--- src/hw/rtl/npcs_pkg.sv ---
// Shared constants, types and codes for the nearest palette colour search.
// Used by npcs_front, npcs_back and the top level; depends on nothing.
`timescale 1ns / 1ps

package npcs_pkg;

    localparam int PALETTE_ENTRIES = 256;
    localparam int IDX_W           = $clog2(PALETTE_ENTRIES);
    localparam int IDX_CMP_W       = (IDX_W + 1 > 8) ? IDX_W + 1 : 8;

    localparam int COMP_W   = 8;
    localparam int WEIGHT_W = 16;
    localparam int SQ_W     = 2 * COMP_W;
    localparam int TERM_W   = SQ_W + WEIGHT_W;
    localparam int DIST_W   = TERM_W + 2;

    localparam int QUEUE_DEPTH = 4;
    localparam int QPTR_W      = $clog2(QUEUE_DEPTH);

    localparam int CFG_IDX_W  = 2;
    localparam int CFG_DATA_W = WEIGHT_W;

    localparam logic [WEIGHT_W-1:0] RED_WEIGHT_RST   = 16'd29929;
    localparam logic [WEIGHT_W-1:0] GREEN_WEIGHT_RST = 16'd58564;
    localparam logic [WEIGHT_W-1:0] BLUE_WEIGHT_RST  = 16'd11449;

    typedef enum logic [CFG_IDX_W-1:0] {
        CFG_PALETTE_PRESENT,
        CFG_RED_WEIGHT,
        CFG_GREEN_WEIGHT,
        CFG_BLUE_WEIGHT
    } cfg_reg_t;

    typedef enum logic {
        OP_WRITE,
        OP_QUERY
    } op_t;

    typedef struct packed {
        op_t               op;
        logic [IDX_W-1:0]  addr;
        logic [COMP_W-1:0] red;
        logic [COMP_W-1:0] green;
        logic [COMP_W-1:0] blue;
    } work_item_t;

    typedef struct packed {
        logic                palette_present;
        logic [WEIGHT_W-1:0] red_weight;
        logic [WEIGHT_W-1:0] green_weight;
        logic [WEIGHT_W-1:0] blue_weight;
    } cfg_t;

endpackage

--- src/hw/rtl/npcs_front.sv ---
// Front end: accepts input words, classifies them as palette writes or queries
// and holds them in a short queue for the back end. Depends on npcs_pkg.
`timescale 1ns / 1ps

module npcs_front
    import npcs_pkg::*;
(
    input  logic              clk,
    input  logic              rst_n,
    input  logic              in_valid,
    output logic              in_stall,
    input  logic              func,
    input  logic [7:0]        entry_index,
    input  logic [COMP_W-1:0] red,
    input  logic [COMP_W-1:0] green,
    input  logic [COMP_W-1:0] blue,
    output logic              q_valid,
    input  logic              q_pop,
    output work_item_t        q_item
);

    work_item_t        q_mem [QUEUE_DEPTH];
    logic [QPTR_W-1:0] wr_ptr_reg, wr_ptr_next;
    logic [QPTR_W-1:0] rd_ptr_reg, rd_ptr_next;
    logic [QPTR_W:0]   count_reg, count_next;
    logic              in_range;
    logic              push;
    logic              push_q;
    work_item_t        new_item;

    assign in_stall = (count_reg == (QPTR_W + 1)'(QUEUE_DEPTH));
    assign push     = in_valid && !in_stall;
    assign in_range = IDX_CMP_W'(entry_index) < IDX_CMP_W'(PALETTE_ENTRIES);
    // drop writes aimed beyond the palette here
    assign push_q   = push && (func || in_range);

    always_comb
    begin
        new_item.op    = func ? OP_QUERY : OP_WRITE;
        new_item.addr  = IDX_W'(entry_index);
        new_item.red   = red;
        new_item.green = green;
        new_item.blue  = blue;
    end

    assign q_valid = (count_reg != '0);
    assign q_item  = q_mem[rd_ptr_reg];

    always_comb
    begin
        wr_ptr_next = wr_ptr_reg;
        rd_ptr_next = rd_ptr_reg;
        count_next  = count_reg;
        if (push_q)
        begin
            wr_ptr_next = (wr_ptr_reg == QPTR_W'(QUEUE_DEPTH - 1)) ? '0 : wr_ptr_reg + 1'b1;
        end
        if (q_pop)
        begin
            rd_ptr_next = (rd_ptr_reg == QPTR_W'(QUEUE_DEPTH - 1)) ? '0 : rd_ptr_reg + 1'b1;
        end
        unique case ({push_q, q_pop})
            2'b10:   count_next = count_reg + 1'b1;
            2'b01:   count_next = count_reg - 1'b1;
            default: count_next = count_reg;
        endcase
    end

    always_ff @(posedge clk or negedge rst_n)
    begin
        if (!rst_n)
        begin
            wr_ptr_reg <= '0;
            rd_ptr_reg <= '0;
            count_reg  <= '0;
        end
        else
        begin
            wr_ptr_reg <= wr_ptr_next;
            rd_ptr_reg <= rd_ptr_next;
            count_reg  <= count_next;
        end
    end

    always_ff @(posedge clk)
    begin
        if (push_q)
        begin
            q_mem[wr_ptr_reg] <= new_item;
        end
    end

endmodule

--- config.mk ---
export PLATFORM = sky130hd
export DESIGN_NAME = npcs_front
export DESIGN_NICKNAME = d
export VERILOG_FILES = /design/src/hw/rtl/npcs_pkg.sv /design/src/hw/rtl/npcs_front.sv
export SDC_FILE = /design/constraint.sdc
export NUM_CORES = 1
export LEC_CHECK = 0
export ABC_AREA = 0
export ABC_CLOCK_PERIOD_IN_PS = 2000
export BUFFER_PORTS_ARGS = -buffer_cell sky130_fd_sc_hd__buf_2
export CAP_MARGIN = 20
export CELL_PAD_IN_SITES_DETAIL_PLACEMENT = 0
export CELL_PAD_IN_SITES_GLOBAL_PLACEMENT = 2
export CORE_MARGIN = 2
export CORE_UTILIZATION = 40
export DETAILED_ROUTE_END_ITERATION = 8
export PLACE_DENSITY_LB_ADDON = 0.1
export SLEW_MARGIN = 10
export SYNTH_ARGS = -nofsm -noshare
export SYNTH_HDL_FRONTEND = slang
export SYNTH_SLANG_ARGS = --single-unit
--- constraint.sdc ---
create_clock -name clk -period 2 [get_ports clk]
set_clock_uncertainty 0.1 [all_clocks]
set_input_delay 0.2 -clock clk [delete_from_list [all_inputs] [get_ports clk]]
set_output_delay 0.2 -clock clk [all_outputs]
set_load 0.1 [all_outputs]
==> results of run 1 <==
## per-stage QoR
stage / worst slack (ns) / hold slack (ns) / setup TNS [ns]
2_1_floorplan: -0.6945 / -0.1956 / -42.25
3_3_place_gp: 0.09598 / -0.04183 / 0
3_5_place_dp: 0.05950 / -0.04166 / 0
4_1_cts: -0.1905 / 0.02833 / -4.080
5_1_grt: -0.2176 / 0.03189 / -5.907
6_report: -0.1502 / 0.04543 / -3.511
## critical path, cell delays in order (launching register included)
cell     delay (ns)
dfrtp_2        0.43
buf_12         0.14
buf_12         0.13
mux4_2         0.55
buf_12         0.19
## logic make-up after synthesis
kind of cell	Yosys count	synth area share [%]
adder cells (fa/ha/maj)	7	1.810
XOR/XNOR	3	0.5001
flip-flops	139	78.76
buffers and inverters	14	2.167
AND/OR/NAND/NOR	10	1.214
multiplexers	38	15.55
## how the worst max path moves through the flow
stage | from | to | slack (ns) | depth (start not counted)
6_report | rd_ptr_reg[0] | q_item[15] | -0.15 | 4
5_1_grt | rd_ptr_reg[0] | q_item[5] | -0.22 | 4
4_1_cts | rd_ptr_reg[0] | q_item[3] | -0.19 | 4
3_5_place_dp | count_reg[0] | count_reg[2] | 0.06 | 9
3_3_place_gp | count_reg[0] | count_reg[2] | 0.1 | 9
2_1_floorplan | count_reg[0] | count_reg[2] | -0.69 | 9
## repair_timing
action / CTS / global route
hold endpoints to repair: 139 / 0
gates cloned: 2 / 1
setup endpoints to repair: 33 / 34
hold buffers: 34 / 0
gates resized for setup: 53 / 15
pin swaps: 0 / 1
setup buffers: 2 / 2
## final cells by class
cell class              count  area [um2]
inverters                   6       22.52
clock inverters             7       30.03
clock buffers              21       440.4
flip-flops and latches    139        4143
repair buffers            124        1300
fillers                  1001        5562
well taps                 172       215.2
multi-input cells          58        1010
## placed cells by master, fill, tap and decap left out, types with 6 or more instances in the layout
cell	count
edfxtp_1	132
buf_2	38
dlygate4sd3_1	34
mux4_2	33
buf_6	19
clkbuf_16	18
buf_12	18
buf_4	7
inv_1	6
buf_8	6
## layer usage
metal  track usage [%]  vias up  share of wire [%]  routed length, um
li1                  -     1148                  -                  -
met1             18.57     1316                 43               4126
met2             23.42       67                 51               4816
met3             4.778       10                4.8                461
met4             6.250        0                1.3                123
met5                 0        -                  0                  0
==> summary.txt, run 1 <==
Wire length of the first global-routing pass: 15000 um
Starting Density: 41.31%
Synthesized area: 5255 um2
Worst-margin pin slew: 0.4911 ns
Placeable Area: 12720 um2
Max_cap viols: 0
Fmax: 465.1 MHz
Worst hold path class: input pin to register
Grt total ovfl: 0
Routed length per placed instance: 18.08 um
Synthesis-to-finish area growth: 36.26%
Synth Flop Type: edfxtp_1
Most common cell in the netlist: edfxtp_1
Placed inst area: 6066 um2
Initial antenna violation count: 0
Pin count of the biggest net entering global routing: 26
Vias in the first global route: 2751
Fin crit period: 2.150 ns
Global-route usage over all layers: 14.71%
EDFF count, synth: 132
Final Util: 56.28%
Setup violations, final: 33
Tcrit/Tclk final: 107.5%
Synth top cells by count: 132 x edfxtp_1, 28 x mux4_2, 7 x dfrtp_1, 6 x ha_1, 6 x inv_1
Final count of hold timing violations: 0
Failing checks: setup timing
Sink Count: 139
Outcome: complete, but fails checks
R2r setup slk: 0.09 ns
Hold endpoint: rd_ptr_reg[1]
Cell area after layout: 7161 um2
Worst reg2reg startpoint: count_reg[0]
Slew Viols, Final: 0
Unrepaired setup endpoints after global routing: true
WHS Path Cells: 2
Crit path DAT: 1.85 ns
Final Wtd Congestion: 0.6419
H-tree depth: 4
1st-pass router iterations: 4
Rows: 41
WP data required: 1.70 ns
# IOs: 72
Worst-Skew Late Latency: 0.40 ns
Syn nets: 255
Slew HR: 67.48%
Root buf cell: clkbuf_16
Critical path class: register to primary output
Die width: 118.6 um
Yosys cell types: 19
Mean Syn Cell Area: 24.91 um2
#FFs+latches synth: 139
Final cell count without fillers: 527
Layout cells sized above 1: 44.51%
Drt via density: 4.822
Port bufs: 71
DP HPWL: 5562 um
Nets: 390
Async SR Flop Fraction: 5.036%
Yosys top cell by area: edfxtp_1
Startpoint Class: register
Post-route ant nets: 0
Final worst slack: -0.1502 ns
Max FFs per register: 132
Post-synthesis sequential area ratio: 78.76%
Chip height: 118.6 um
DR vias: 2541
Num CTS Buffers: 17
Die area: 14070 um2
Hold path start: q_pop
Routed wire length: 9527 um
Worst r2r dst: count_reg[2]
Antenna cell count: 0
Yosys top cell area share: 75.43%
Initial drt markers: 130
Crit Path Max Fanout: 8
Crit. End Element: primary output
Worst reg2reg path depth: 9
Placed cell count: 459
CTS tree: built
Gate count of the mapped netlist: 211
Residual DRC: 0
Clk slew on worst S/H paths: 0.05 ns
Synth area leaders: edfxtp_1 75%, mux4_2 12%, dfrtp_1 3.3%
Syn. warnings: 0
Max clock buf depth: 2
Power of run 1 is left out: the tool's default activity adds up to more than one toggle a clock period on the data nets, which glitch-free logic cannot reach.
==> inputs of run 2 (changes only) <==
--- a/config.mk
+++ b/config.mk
@@ -11,6 +11,7 @@
 export CAP_MARGIN = 20
 export CELL_PAD_IN_SITES_DETAIL_PLACEMENT = 0
 export CELL_PAD_IN_SITES_GLOBAL_PLACEMENT = 2
+export CORE_ASPECT_RATIO = 0.6
 export CORE_MARGIN = 2
 export CORE_UTILIZATION = 40
 export DETAILED_ROUTE_END_ITERATION = 8
==> summary.txt, run 2 (synthesized netlist as in run 1, its figures left out) <==
Antenna cell count: 0 (unchanged)
Root buf cell: clkbuf_16
Worst-Skew Late Latency: 0.41 ns (about the same)
Fmax: 469.2 MHz (+0.89%)
Placed inst area: 6148 um2 (+1.4%)
Port bufs: 71 (unchanged)
Nets: 395 (+1.3%)
Final Wtd Congestion: 0.6420 (about the same)
Crit path DAT: 1.83 ns (-0.02 ns)
Final worst slack: -0.1313 ns (+0.01886 ns)
Slowest CP cell: mux4_2
Routed wire length: 9585 um (+0.61%)
Slew HR: 67.25% (-0.24 points)
Hold path start: q_pop
Slowest Stage Delay on Critical Path: 0.56 ns (about the same)
Tcrit/Tclk final: 106.6% (-0.94 points)
Clk slew on worst S/H paths: 0.06 ns (about the same)
Residual DRC: 0 (unchanged)
Die width: 152.0 um (+28%)
Critical path class: register to primary output
Sum Neg Setup Slack: -3.351 ns (+0.1598 ns)
Chip height: 92.79 um (-22%)
Multi-input logic area: 1010 um2 (unchanged)
H-tree depth: 4 (unchanged)
Crit. End Element: primary output
CP Launch Point: rd_ptr_reg[0]
Worst reg2reg startpoint: count_reg[0]
Worst-margin pin slew: 0.4947 ns (+0.003582 ns)
Routed length per placed instance: 17.95 um (-0.71%)
Outcome: complete, but fails checks
Drt via density: 4.742 (-1.7%)
# IOs: 72 (unchanged)
Layout cells sized above 1: 48.63% (+4.1 points)
Max FFs per register: 132 (unchanged)
Unrepaired setup endpoints after global routing: true
DP HPWL: 5623 um (+1.1%)
Pin count of the biggest net entering global routing: 30 (+15%)
Initial drt markers: 138 (+6.2%)
Max_cap viols: 0 (unchanged)
Placeable Area: 12850 um2 (+1.0%)
Fin crit period: 2.131 ns (-0.01886 ns)
Sink Count: 139 (unchanged)
Post-route ant nets: 0 (unchanged)
Max clock buf depth: 2 (unchanged)
Crit Path Max Fanout: 5 (-3)
Most common cell after layout, fill and taps aside: edfxtp_1
Worst hold path class: input pin to register
Place WS: 0.05361 ns (-0.005885 ns)
Slew Viols, Final: 0 (unchanged)
Setup violations, final: 33 (unchanged)
Worst path cell trace: buf_12 > buf_12 > mux4_2 > buf_12
DR vias: 2532 (-0.35%)
Fill cells: 975 (-2.6%)
Global-route usage over all layers: 14.89% (+0.18 points)
CTS tree: built
Die area: 14100 um2 (+0.21%)
Most frequent cells in the layout: 132 x edfxtp_1, 38 x buf_2, 34 x dlygate4sd3_1
Cell area after layout: 7367 um2 (+2.9%)
Startpoint Class: register
1st-pass router iterations: 4 (unchanged)
Num CTS Buffers: 17 (unchanged)
Vias in the first global route: 2721 (-1.1%)
Initial antenna violation count: 0 (unchanged)
Starting Density: 40.89% (-0.42 points)
Failing checks: setup timing
WP data required: 1.70 ns (about the same)
Crit path top cell by count: buf_12
Rows: 32 (-22%)
Sequential Area: 4143 um2 (unchanged)
Grt total ovfl: 0 (unchanged)
Synthesis-to-finish area growth: 40.19%
Final count of hold timing violations: 0 (unchanged)
Wire length of the first global-routing pass: 15090 um (+0.60%)
[run 2: cell count changes in the layout (fill, tap and decap cells not counted), sizes merged]
cell    delta
inv       +11
clkinv     -3
buf        +6
clkbuf     -5
[run 2: final timing paths]
| kind | endpoint | slack (ns) | depth (start not counted) |
|---|---|---|---|
| setup reg to reg | count_reg[2] | 0.10 | 9 |
| max in group asynchronous | rd_ptr_reg[0] | 1.57 | 2 |
| setup / recovery | q_item[20] | -0.13 | 4 |
| min in group asynchronous | wr_ptr_reg[0] | 0.06 | 2 |
| hold reg to reg | count_reg[2] | 0.40 | 1 |
| hold / removal | rd_ptr_reg[0] | 0.05 | 2 |
[run 2: timing repair]
| item | in CTS | in global routing |
|---|---|---|
| gates cloned | 3 | 0 |
| resized for setup | 61 | 11 |
| hold buffers | 34 | 0 |
| buffers inserted | 5 | 5 |
| hold endpoints to repair | 139 | 0 |
| setup endpoints to repair | 33 | 34 |
| pin swaps | 0 | 4 |
[run 2: through the flow]
stage / hold WS (ns) / utilization [%] / std cells
after floorplan: -0.1956 / - / 211
after global placement: -0.04833 / 47.84 / 458
after detailed placement: -0.04629 / 47.84 / 458
after CTS: 0.03201 / 57.37 / 532
after global routing: 0.03804 / 57.32 / 534
final: 0.04805 / 57.32 / 534
[run 2: worst max-delay path, delay by kind of cell (launching register included)]
kind	cells	cell delay, ns
buf+inv	3	0.45
flops	1	0.41
mux	1	0.56
[run 2: layer usage]
metal,vias up,routed length (um),GRT usage (%)
met5,-,0,0
met4,0,119,6.542
met3,8,414,4.305
met2,63,4401,22.11
met1,1295,4650,20.69
li1,1166,-,-
[run 2: layout make-up]
cell class | count | area share (%)
clock buffer | 17 | 5.774
timing repair buffer | 129 | 18.87
multi-input combinational | 58 | 13.71
clock inverter | 15 | 2.225
inverter | 6 | 0.3057
tap | 170 | 2.887
sequential | 139 | 56.23
Power of run 2 is left out for the same reason.
==> inputs of run 3 (changes only) <==
--- a/config.mk
+++ b/config.mk
@@ -6,14 +6,14 @@
 export NUM_CORES = 1
 export LEC_CHECK = 0
 export ABC_AREA = 0
-export ABC_CLOCK_PERIOD_IN_PS = 2000
+export ABC_CLOCK_PERIOD_IN_PS = 2100
 export BUFFER_PORTS_ARGS = -buffer_cell sky130_fd_sc_hd__buf_2
 export CAP_MARGIN = 20
 export CELL_PAD_IN_SITES_DETAIL_PLACEMENT = 0
 export CELL_PAD_IN_SITES_GLOBAL_PLACEMENT = 2
 export CORE_ASPECT_RATIO = 0.6
 export CORE_MARGIN = 2
-export CORE_UTILIZATION = 40
+export CORE_UTILIZATION = 44
 export DETAILED_ROUTE_END_ITERATION = 8
 export PLACE_DENSITY_LB_ADDON = 0.1
 export SLEW_MARGIN = 10
==> constraint.sdc (replaced) <==
create_clock -name clk -period 2.1 [get_ports clk]
set_clock_uncertainty 0.1 [all_clocks]
set_input_delay 0.21 -clock clk [delete_from_list [all_inputs] [get_ports clk]]
set_output_delay 0.21 -clock clk [all_outputs]
set_load 0.1 [all_outputs]
==> summary.txt, run 3 (synthesized netlist as in run 1, its figures left out) <==
Final count of hold timing violations: 0 (unchanged)
R2r setup slk: 0.12 ns (+0.02 ns)
WHS Path Cells: 2 (unchanged)
Residual DRC: 0 (unchanged)
Drt via density: 4.883 (+3.0%)
Sequential Area: 4141 um2 (about the same)
Setup violations, final: 0 (-100%)
DR vias: 2500 (-1.3%)
Nets: 383 (-3.0%)
Worst reg2reg path depth: 9 (unchanged)
Grt total ovfl: 0 (unchanged)
Worst-margin pin slew: 0.4856 ns (-0.009074 ns)
Sink Count: 139 (unchanged)
Worst r2r dst: count_reg[2]
Max FFs per register: 132 (unchanged)
# IOs: 72 (unchanged)
Outcome: finished, final reports clean
Routed length per placed instance: 18.09 um (+0.77%)
Starting Density: 45.75% (+4.9 points)
Unrepaired setup endpoints after global routing: true
Startpoint Class: register
DP HPWL: 5500 um (-2.2%)
Max_cap viols: 0 (unchanged)
Die width: 145.1 um (-4.5%)
WP data required: 1.79 ns (+0.09 ns)
Root buf cell: clkbuf_16
1st-pass router iterations: 4 (unchanged)
Met3 routed WL: 412 um (-0.48%)
Crit Path Max Fanout: 18 (+13)
Max clock buf depth: 2 (unchanged)
Routed wire length: 9261 um (-3.4%)
Crit path DAT: 1.78 ns (-0.05 ns)
Port bufs: 71 (unchanged)
Post-CTS setup buffer count: 0 (-5)
Wire length of the first global-routing pass: 14810 um (-1.8%)
Slew HR: 67.85% (+0.60 points)
Clk slew on worst S/H paths: 0.05 ns (about the same)
Fin crit period: 2.094 ns
Most common cell after layout, fill and taps aside: edfxtp_1
Worst hold path class: input pin to register
Placeable Area: 11490 um2 (-11%)
Layout cells sized above 1: 45.17% (-3.5 points)
Initial drt markers: 107 (-22%)
M1 WL: 4393 um (-5.5%)
Synthesis-to-finish area growth: 35.76%
Chip height: 88.65 um (-4.5%)
H-tree depth: 4 (unchanged)
Global-route usage over all layers: 15.84% (+0.94 points)
Hold endpoint: rd_ptr_reg[0]
Hold path start: q_pop
Wire length on met2: 4345 um (-1.3%)
Worst-Skew Late Latency: 0.41 ns (about the same)
Vias in the first global route: 2721 (unchanged)
Critical path class: register to primary output
Worst reg2reg startpoint: count_reg[0]
Die area: 12860 um2 (-8.8%)
Tcrit/Tclk final: 99.71%
Final Wtd Congestion: 0.7128 (+11%)
Rows: 30 (-6.3%)
DR top layer: met4
Most frequent cells in the layout: 132 x edfxtp_1, 38 x buf_2, 34 x dlygate4sd3_1
Fmax: 477.6 MHz
Initial antenna violation count: 0 (unchanged)
Num CTS Buffers: 17 (unchanged)
Fill cells: 820 (-16%)
Pin count of the biggest net entering global routing: 34 (+13%)
Crit. End Element: primary output
CTS tree: built
Sum Neg Setup Slack: 0 ns (+3.351 ns)
Antenna cell count: 0 (unchanged)
Slew Viols, Final: 0 (unchanged)
Post-route ant nets: 0 (unchanged)
Multi-input logic area: 1007 um2 (-0.25%)
run 3: changes by cell type in the layout (fill, tap and decap cells not counted), sizes merged:
cell	change
buf	-12
clkinv	+4
clkinvlp	+2
inv	-10
bufinv	+4
run 3: what timing repair did:
item                                    4_1_cts  5_1_grt
gates cloned                                  0        0
resized for setup                            59        6
endpoints found under the setup margin       31       30
endpoints found under the hold margin       139        0
hold buffers                                 34        0
run 3: worst max path at each step:
stage                   from           end  cells after the start
6_report       rd_ptr_reg[0]    q_item[21]                      3
5_1_grt        rd_ptr_reg[0]    q_item[21]                      3
4_1_cts        rd_ptr_reg[0]     q_item[1]                      3
3_5_place_dp    count_reg[0]  count_reg[2]                      9
3_3_place_gp    count_reg[0]  count_reg[2]                      9
2_1_floorplan   count_reg[0]  count_reg[2]                      9
run 3: critical path: stages, from the launching register on:
cell and delay [ns]:
dfrtp_2 0.40, buf_12 0.19, mux4_2 0.58, buf_12 0.20
run 3: cell type report:
| cell class | count | area share (%) |
|---|---|---|
| Sequential cell | 139 | 58.05 |
| Timing Repair Buffer | 117 | 15.96 |
| Multi-Input combinational cell | 58 | 14.12 |
| Clock buffer | 17 | 5.963 |
| Tap cell | 160 | 2.806 |
| Clock inverter | 15 | 2.788 |
| Inverter | 6 | 0.3157 |
run 3: routing by layer:
metal	vias up	track usage, %
li1	1142	-
met1	1288	21.45
met2	61	24.63
met3	9	5.000
met4	0	6.150
met5	-	0
run 3: through the flow:
stage          setup WS (ns)  instance area, um2  instances  util [%]  hold slack, ns
2_1_floorplan        -0.5945                5279        211         -         -0.1856
3_3_place_gp          0.1916                5998        446     52.22        -0.02943
3_5_place_dp          0.1484                5998        446     52.22        -0.02825
4_1_cts             -0.05503                7127        512     62.05         0.05582
5_1_grt             -0.04763                7134        512     62.11         0.06659
6_report            0.005986                7134        512     62.11         0.05979
Power of run 3 is left out for the same reason.
